<file path="src/hw/rtl/hbf_pkg.sv">
`default_nettype none

package hbf_pkg;

  // Defaults for the top-level parameters
  localparam int unsigned MaxModesDefault = 256;
  localparam int unsigned FracBitsDefault = 16;

  // Field widths fixed by the interface
  localparam int unsigned CoordW  = 32;
  localparam int unsigned CountW  = 9;
  localparam int unsigned CfgIdxW = 3;
  localparam int unsigned SumW    = 48;
  localparam int unsigned WideW   = 52;

  // Reset value of the mass register: 1.0 in Q16.16
  localparam logic [31:0] MassReset = 32'h0001_0000;

  // Configuration register indexes
  typedef enum logic [CfgIdxW-1:0] {
    CFG_MODE_COUNT = 3'd0,
    CFG_MASS       = 3'd1,
    CFG_GAMMA      = 3'd2,
    CFG_COUPLING   = 3'd3,
    CFG_SPACING    = 3'd4
  } cfg_reg_e;

  // Multiplier operations of one mode, in issue order
  typedef enum logic [3:0] {
    OP_OMEGA,
    OP_OM2,
    OP_MW2,
    OP_C,
    OP_CQ,
    OP_CX,
    OP_MX,
    OP_GQ,
    OP_XX,
    OP_T1,
    OP_T2,
    OP_QQ,
    OP_T3
  } op_e;

  // Commands from the controller to the datapath
  typedef struct packed {
    logic load_in;
    logic mul_lo;
    logic mul_hi;
    logic fin;
    logic eval;
    logic acc;
    logic load_out;
    op_e  op;
  } cmd_t;

  // Status from the datapath to the controller
  typedef struct packed {
    logic active;
  } status_t;

  // Operations whose first operand is a 48-bit product need a second pass
  function automatic logic op_is_wide(op_e op);
    return (op == OP_T1) || (op == OP_T2) || (op == OP_T3);
  endfunction

endpackage

`default_nettype wire

</file>
<file path="src/hw/rtl/hbf_ctrl.sv">
`default_nettype none

module hbf_ctrl (
  input  wire logic            clk_i,
  input  wire logic            rst_ni,
  input  wire logic            in_valid_i,
  output logic                 in_ready_o,
  output logic                 out_valid_o,
  input  wire logic            out_ready_i,
  input  wire hbf_pkg::status_t status_i,
  output hbf_pkg::cmd_t        cmd_o
);
  import hbf_pkg::*;

  typedef enum logic [2:0] {
    ST_IDLE,
    ST_MUL,
    ST_MULH,
    ST_FIN,
    ST_EVAL,
    ST_ACC,
    ST_OUT
  } state_e;

  state_e state_q, state_d;
  op_e    op_q, op_d;
  logic   out_valid_q, out_valid_d;
  logic   out_free;

  assign out_free    = !out_valid_q || out_ready_i;
  assign in_ready_o  = (state_q == ST_IDLE);
  assign out_valid_o = out_valid_q;

  // Decode commands and next state
  always_comb begin
    state_d = state_q;
    op_d    = op_q;
    cmd_o   = '0;
    cmd_o.op = op_q;
    unique case (state_q)
      ST_IDLE: begin
        if (in_valid_i) begin
          cmd_o.load_in = 1'b1;
          op_d          = OP_OMEGA;
          state_d       = status_i.active ? ST_MUL : ST_OUT;
        end
      end
      ST_MUL: begin
        cmd_o.mul_lo = 1'b1;
        state_d      = op_is_wide(op_q) ? ST_MULH : ST_FIN;
      end
      ST_MULH: begin
        cmd_o.mul_hi = 1'b1;
        state_d      = ST_FIN;
      end
      ST_FIN: begin
        cmd_o.fin = 1'b1;
        if (op_q == OP_T3) begin
          state_d = ST_EVAL;
        end else begin
          op_d    = op_e'(op_q + 4'd1);
          state_d = ST_MUL;
        end
      end
      ST_EVAL: begin
        cmd_o.eval = 1'b1;
        state_d    = ST_ACC;
      end
      ST_ACC: begin
        cmd_o.acc = 1'b1;
        state_d   = ST_OUT;
      end
      ST_OUT: begin
        if (out_free) begin
          cmd_o.load_out = 1'b1;
          state_d        = ST_IDLE;
        end
      end
      default: state_d = ST_IDLE;
    endcase
  end

  // Hold the output valid until the result is taken
  always_comb begin
    out_valid_d = out_valid_q;
    if (cmd_o.load_out) begin
      out_valid_d = 1'b1;
    end else if (out_ready_i) begin
      out_valid_d = 1'b0;
    end
  end

  always_ff @(posedge clk_i or negedge rst_ni) begin
    if (!rst_ni) begin
      state_q     <= ST_IDLE;
      op_q        <= OP_OMEGA;
      out_valid_q <= 1'b0;
    end else begin
      state_q     <= state_d;
      op_q        <= op_d;
      out_valid_q <= out_valid_d;
    end
  end

  // A waiting result is never overwritten
  assert property (@(posedge clk_i) disable iff (!rst_ni)
    cmd_o.load_out |-> (!out_valid_q || out_ready_i))
    else $error("result loaded over a waiting result");

  // An inactive item goes straight to the output stage
  assert property (@(posedge clk_i) disable iff (!rst_ni)
    (cmd_o.load_in && !status_i.active) |=> (state_q == ST_OUT))
    else $error("inactive item entered the multiply sequence");

  // Every multiply sequence starts from the first operation
  assert property (@(posedge clk_i) disable iff (!rst_ni)
    (cmd_o.load_in && status_i.active) |=> (op_q == OP_OMEGA && state_q == ST_MUL))
    else $error("multiply sequence started mid-way");

endmodule

`default_nettype wire

</file>
<file path="config.mk">
export PLATFORM = sky130hd
export DESIGN_NAME = hbf_ctrl
export DESIGN_NICKNAME = d
export VERILOG_FILES = /design/src/hw/rtl/hbf_pkg.sv /design/src/hw/rtl/hbf_ctrl.sv
export SDC_FILE = /design/constraint.sdc
export NUM_CORES = 1
export LEC_CHECK = 0
export BUFFER_PORTS_ARGS = -buffer_cell sky130_fd_sc_hd__buf_2
export CAP_MARGIN = 30
export CORE_MARGIN = 2
export CORE_UTILIZATION = 40
export CTS_BUF_LIST = sky130_fd_sc_hd__clkbuf_8
export DETAILED_ROUTE_END_ITERATION = 8
export HOLD_SLACK_MARGIN = 0.02
export MAX_ROUTING_LAYER = met4
export PLACE_DENSITY = 0.75
export SYNTH_ARGS = -nofsm -noshare
export SYNTH_HDL_FRONTEND = slang
export SYNTH_SLANG_ARGS = --single-unit
</file>
<file path="constraint.sdc">
create_clock -name clk_i -period 2 [get_ports clk_i]
set_clock_uncertainty 0.1 [all_clocks]
set_input_delay 0.3 -clock clk_i [delete_from_list [all_inputs] [get_ports clk_i]]
set_output_delay 0.3 -clock clk_i [all_outputs]
set_load 0.01 [all_outputs]
</file>
=== After elaboration in Yosys (flattened, before gate mapping) ===
Index checks and enable logic that the tools add are counted.

* Reduce and logical (&&, ||, !) cells: 9
* $lt $le $gt $ge: 0
* Divide/modulo/power cells: 0
* Bitwise operators: 0
* Multiplexer cells: 20
* Eq/ne operators: 12
* Add/subtract/negate cells: 1
* Shifts and indexed selects: 0
* Multiply operators: 0

{| class="wikitable"
|+ Operators with widths
! cell !! number
|-
| $pmux 3 s7 || 1
|-
| $eq 4x4->1 const B || 3
|-
| $mux 1 || 12
|-
| $mux 3 || 4
|-
| $eq 3x3->1 const B || 3
|-
| $mux 4 || 2
|-
| $pmux 4 s2 || 1
|-
| $eq 3x2->1 const B || 2
|-
| $ne 2x2->1 const B || 3
|-
| $add 4x1->4 const B || 1
|-
| $reduce_bool 2->1 || 2
|-
| $eq 3x1->1 const B || 1
|-
| $logic_not 3->1 || 1
|-
| $logic_or 1x1->1 || 3
|-
| $reduce_and 3->1 || 1
|-
| $reduce_and 2->1 || 1
|-
| $logic_not 1->1 || 1
|}

* Bits in latches: 0
* Memories: 0
* Memory bits (read-only): 0
* Output and inout port bits: 13
* Bits in writable memories: 0
* Register bits: 8
* Bits of input ports: 5
* Word-level logic and storage cells: 45

=== Logic depth before layout (Yosys ltp) ===
Gate-level depths: netlist (run 1).

* Word-level depth: 5
* Mapped depth: 5

=== Worst setup path before layout (run 1) ===
No wires, ideal clock.

* Kind: register -> register
* Start: register op_q[0]
* End: register state_q[2]
* Arrival time: 1.277 ns
* Stages on the path, launching flop included: 6
* Setup time: 0.130 ns
* Required time: 1.770 ns
* Slack: 0.493 ns
* Buffers on the path: 0
* Cell sequence: dfrtp_1 -> inv_1 -> ha_1 -> and3_1 -> a311oi_1 -> nor3_1

* Longest elaborated chain between the ends: 3

{| class="wikitable"
|+ RTL lines
! element !! RTL line !! text
|-
| start: declaration || hbf_ctrl.sv:26 || <nowiki>op_e op_q, op_d;</nowiki>
|-
| start signal: assignment || hbf_ctrl.sv:100 || <nowiki>op_q <= op_d;</nowiki>
|-
| $eq 4x4->1 || hbf_ctrl.sv:58 || <nowiki>if (op_q == OP_T3) begin</nowiki>
|-
| $mux 3 || hbf_ctrl.sv:58 ||
|-
| $pmux 3 s7 || hbf_ctrl.sv:40 || <nowiki>unique case (state_q)</nowiki>
|-
| end signal: assignment || hbf_ctrl.sv:99 || <nowiki>state_q <= state_d;</nowiki>
|-
| end: declaration || hbf_ctrl.sv:25 || <nowiki>state_e state_q, state_d;</nowiki>
|}

Every way passes these cells.
A chain may end at the register's enable or synchronous reset.

==> results of run 1 <==
==> sequential cells by signal, indices dropped and copies added, names as in the netlist <==
| signal | count |
|---|---|
| out_valid_o | 1 |
| op_q | 4 |
| state_q | 3 |
==> metrics by stage <==
step | instance area, sq um | util (%) | hold WS [ps] | power [mW]
after floorplan | 564 | - | -95.6 | 0.728
after global placement | 651 | 49.4 | 46.1 | 0.879
after detailed placement | 651 | 49.4 | 48.1 | 0.890
after CTS | 702 | 53.3 | 316 | 1.09
after global routing | 702 | 53.3 | 360 | 1.19
final | 702 | 53.3 | 322 | 1.08
==> power by group through the flow <==
| stage | clock, mW | combinational [mW] | sequential (mW) |
|---|---|---|---|
| floorplan | 0 | 0.404 | 0.324 |
| global placement | 0 | 0.546 | 0.332 |
| detailed placement | 0 | 0.555 | 0.335 |
| CTS | 0.194 | 0.560 | 0.333 |
| global route | 0.206 | 0.632 | 0.350 |
| finish | 0.190 | 0.554 | 0.335 |
==> placed cells by master, fill, tap and decap left out, drive strengths merged <==
| master | count |
|---|---|
| nand3 | 5 |
| nor2 | 2 |
| nor3b | 4 |
| clkinv | 1 |
| buf | 19 |
| nor3 | 4 |
| a21oi | 1 |
| nand2b | 1 |
| nand2 | 5 |
| nand3b | 1 |
| or3 | 1 |
| and3b | 1 |
| and4 | 1 |
| a21o | 1 |
| o21ai | 3 |
| a311oi | 1 |
| o31ai | 1 |
| o211ai | 1 |
| and3 | 1 |
| dfrtp | 8 |
| nor4 | 1 |
| dlygate4sd3 | 1 |
| a211oi | 2 |
| a41oi | 1 |
| ha | 4 |
| inv | 3 |
| mux2i | 1 |
| or4b | 1 |
| o21ba | 1 |
| clkbuf | 3 |
==> layer usage <==
| metal | routed length (um) | up-vias |
|---|---|---|
| met3 | 48 | 2 |
| li1 | - | 259 |
| met2 | 511 | 12 |
| met4 | 14 | 0 |
| met1 | 524 | 249 |
| met5 | 0 | - |
==> worst paths after layout <==
path	from	endpoint	slack, ps	cells after the start
setup / recovery	state_q[2]	cmd_o[10]	120	3
hold / removal	in_valid_i	state_q[1]	320	3
setup reg to reg	op_q[0]	state_q[2]	380	5
hold reg to reg	out_valid_o	out_valid_o	450	2
max in group asynchronous	rst_ni	out_valid_o	1300	2
min in group asynchronous	rst_ni	op_q[3]	340	2
==> timing repair <==
action                                 in CTS  in global routing
buffers inserted                            0                  0
hold buffers                                1                  0
endpoints found under the hold margin       8                  0
==> worst max-delay path: stages (launching register included) <==
cell	delay, ps
dfrtp_1	490
or4b_4	550
clkinv_2	80
buf_2	120
==> layout make-up <==
type / count / area, sq um
multi-input cells: 45 / 315
repair buffers: 20 / 110
fillers: 123 / 616
flip-flops and latches: 8 / 200
well taps: 15 / 18.8
inverters: 4 / 16.3
clock buffers: 3 / 41.3
==> cells by family (layout without fill, tap and decap cells) <==
kind of cell / after synthesis / count (layout) / synth area share [%]
DFF: 8 / 8 / 35.5
muxes: 1 / 1 / 1.77
AOI/OAI and AO/OA: 12 / 12 / 16.0
buffers and inverters: 9 / 27 / 8.65
adders and majority gates: 4 / 4 / 8.87
and+or+nand+nor: 28 / 28 / 29.3
==> run metrics, run 1 <==
Ys Warns=0; clock network fraction of design power=17.6%; clk root buf=clkbuf_8; synth top area cells=dfrtp_1 35%, ha_1 8.9%, nor3b_1 5.3%, nand3_1 4.4%, nor3_1 3.5%; Starting DRT DRC Count=10; Yosys reg bits=8; internal power=between 600 and 700 uW; clock sink count=8; Core ar.=approximately 1300 sq um; Finish-stage setup viols=0; Crit. End Element=output port; Tcrit/Tclk final=a little over nine tenths; Worst-Margin Slew=353 ps; DR vias/cell=5.49; synth unique cells=32; Critical Path RT=~1600 ps; Sw Pwr=466 uW; pre-CTS setup slack=between 300 and 400 ps; Pleak=between 0.3 and 0.4 nW; Routed WL per cell=11.6 um; first-pass detailed-route iteration total=4; synth cell count leaders=8 x dfrtp_1, 5 x nand2_1, 5 x nand3_1; clock buffer depth=2; worst skew pair latency=~220 ps; cells after synthesis=62; mean post-synth cell area=approximately 9 sq um; H-tree depth reported by CTS=1; Final ANT Viol Nets=0; grt total ovfl=0; global-route wire length before repair=approximately 1.9 mm; most common cell in the netlist=dfrtp_1; nets=~90; Synth async-reset ratio=between 90% and 100%; slew margin rel.=76.5%; combinational share of power=about half; type of origin of the critical path=register; PortBufs=17; GRT Overall Usage=between 10 and 15%; Num CTS Buffers=3; Global Route met3 Usage=0%; Most used DFF post-synth=dfrtp_1; fin crit period=roughly 1900 ps; DP HPWL=about 840 um; Syn-to-layout area delta=24.4%; via count of the first global-routing pass=459; Post-CTS Resized=0; GR Util met1=19.6%; routing usage on met2=a little over a fifth; Total Wirelength=between 1 and 1.5 mm; Yosys top cell area share=35.5%; placed cell count=91; number of remaining DRC errors=0; TritonCTS clock tree=done; Initial Util=roughly 43%; most used routing layer=met2; Hold Path Class=primary input to register; Seq/Total Area, Yosys=between 30% and 40%; TNS Setup=0 ps; critical path class=register to output port; Fin. Hold Viols=0; Top Ports=18; status=completed; final worst setup slack=123 ps; initial antenna violation count=0; Yosys top cell by area=dfrtp_1; Die X=just over 40 um; synthesized area=approximately 560 sq um; power density cells=about 1500 nW/um^2; via count=between 500 and 600; largest net degree at the start of global routing=17; FMAX=about 530 MHz; worst vdd ir=about 700 uV; GP Congestion=around 0.91; number of synthesized flops with an enable pin=0; RSZ-0062 raised after global routing=no; Net Sw Frac=between 40 and 50%; sequential share of power=a little under a third; Crit Path Max Fanout=13; Final Non-Filler Cells=between 90 and 100; die area=about 1700 sq um; Vert. Die Dim=41.6 um; clock-pin slew on the worst setup and hold paths=around 40 ps; Mapped Nets=71; fraction of layout cells with a size suffix above 1=32.5%; Worst EP arrival=between 1000 and 1500 ps; diode count=0; row count=13; Slew Limit Fails=0; # Max-Cap Violations=0
No activity file was read; power rests on OpenSTA's default activity.
==> run 2: changes to the inputs <==
PLACE_DENSITY = 0.65   (was 0.75)
==> run metrics, run 2 (synthesis results as in run 1) <==
status=completed; Pleak=between 0.3 and 0.4 nW; CTS Hold Bufs=1; Tcrit/Tclk final=between 90% and 100%; number of remaining DRC errors=0; H-tree depth reported by CTS=1; clock sink count=8; DR vias/cell=roughly 5.3; area of the multi-input gates=approximately 320 sq um; Crit Path Max Fanout=13; utilization after layout=a little over half; Core ar.=1320 sq um; via count=507; reg-to-reg critical path endpoint=state_q[2]; Fin. Hold Viols=0; Finish-stage setup viols=0; fin crit period=1870 ps; row count=13; diode count=0; Initial Util=about 43%; Starting DRT DRC Count=14; commonest non-fill, non-tap cell in the layout=buf_2; FF/Latch Area=roughly 200 sq um; initial antenna violation count=0; r2r worst-path depth=5; Post-CTS Resized=0; TNS Setup=0 ps; type of origin of the critical path=register; max FFs per register=4; Num CTS Buffers=3; Final Non-Filler Cells=between 90 and 100; largest net degree at the start of global routing=17; placed cell count=91; PortBufs=17; Final ANT Viol Nets=0; # Max-Cap Violations=0; Worst-Margin Slew=between 300 and 400 ps; Total Wirelength=between 1 and 1.5 mm; WP buf/inv=2; R2R Path Start=op_q[0]; most frequent cells in the layout=17 x buf_2, 8 x dfrtp_1, 5 x nand2_1, 5 x nand3_1; Crit. End Element=output port; via count of the first global-routing pass=between 400 and 500; CP peak stage delay=550 ps; critical-path cell list=or4b_4, clkinv_2, buf_2; final hold slack=308 ps; reg2reg setup slack=between 400 and 500 ps; Worst EP arrival=1470 ps; FMAX=roughly 530 MHz; hold endpoint=state_q[1]; fraction of layout cells with a size suffix above 1=about a third; Routed WL per cell=between 10 and 15 um; Syn-to-layout area delta=24.4%; # Post-CTS Setup Buffers=0; DP HPWL=between 800 and 900 um; min-delay src=in_valid_i; Top Ports=18; slew margin rel.=approximately 76%; Hold Path Class=primary input to register; clk root buf=clkbuf_8; Final Power=approximately 1.1 mW; Slew Limit Fails=0; critical path class=register to output port; Die X=between 40 and 50 um; Critical Path Slowest Stage Cell=or4b_4; TritonCTS clock tree=done; placed cell areas=about 650 sq um; first-pass detailed-route iteration total=6; Vert. Die Dim=between 40 and 50 um; final worst setup slack=128 ps; GRT Overall Usage=approximately 15%; nets=between 90 and 100; grt total ovfl=0; global-route wire length before repair=approximately 1.9 mm; worst vdd ir=625 uV; filler instances=130; Crit path max-delay family=simple AND/OR/NAND/NOR gates; Biggest register=op_q; die area=between 1500 and 2000 sq um; clock buffer depth=2; Post-Layout Inst Area=around 700 sq um; RSZ-0062 raised after global routing=no; power density cells=approximately 1500 nW/um^2; worst skew pair latency=between 200 and 250 ps; GP Congestion=just over 0.9; Critical Path RT=around 1600 ps; clock-pin slew on the worst setup and hold paths=approximately 40 ps; hold path depth=3; pre-CTS setup slack=roughly 370 ps
run 2: worst max path at each step:
stage / slack, ps / cells after the start / end / from
floorplan: 490 / 5 / state_q[2] / op_q[0]
global placement: 390 / 3 / cmd_o[10] / state_q[2]
detailed placement: 370 / 3 / cmd_o[10] / state_q[2]
CTS: 130 / 3 / cmd_o[10] / state_q[2]
global route: 90 / 3 / cmd_o[10] / state_q[2]
finish: 130 / 3 / cmd_o[10] / state_q[2]
run 2: where the power goes:
group          internal [mW]  switching, mW  total, mW
Sequential             0.235          0.103      0.338
Clock                  0.130         0.0555      0.185
Combinational          0.247          0.308      0.555
Total                  0.612          0.466       1.08
run 2: metal layers:
metal / GRT usage [%] / share of wire, % / vias to the layer above
li1: - / - / 261
met1: 19.7 / 49 / 228
met2: 20.9 / 45 / 16
met3: 0 / 3.9 / 2
met4: 12.9 / 1.7 / 0
met5: - / 0 / -
run 2: cell type report:
class,instances,area share [%]
clock buffer,3,5.88
inverter,4,2.32
multi-input combinational,45,44.9
sequential,8,28.5
tap,15,2.67
timing repair buffer,20,15.7
run 2: worst register-to-register path: stages, from the launching register on:
cell and delay (ps):
dfrtp_1 450, inv_1 120, ha_1 240, and3_1 210, a311oi_1 270, nor3_1 70
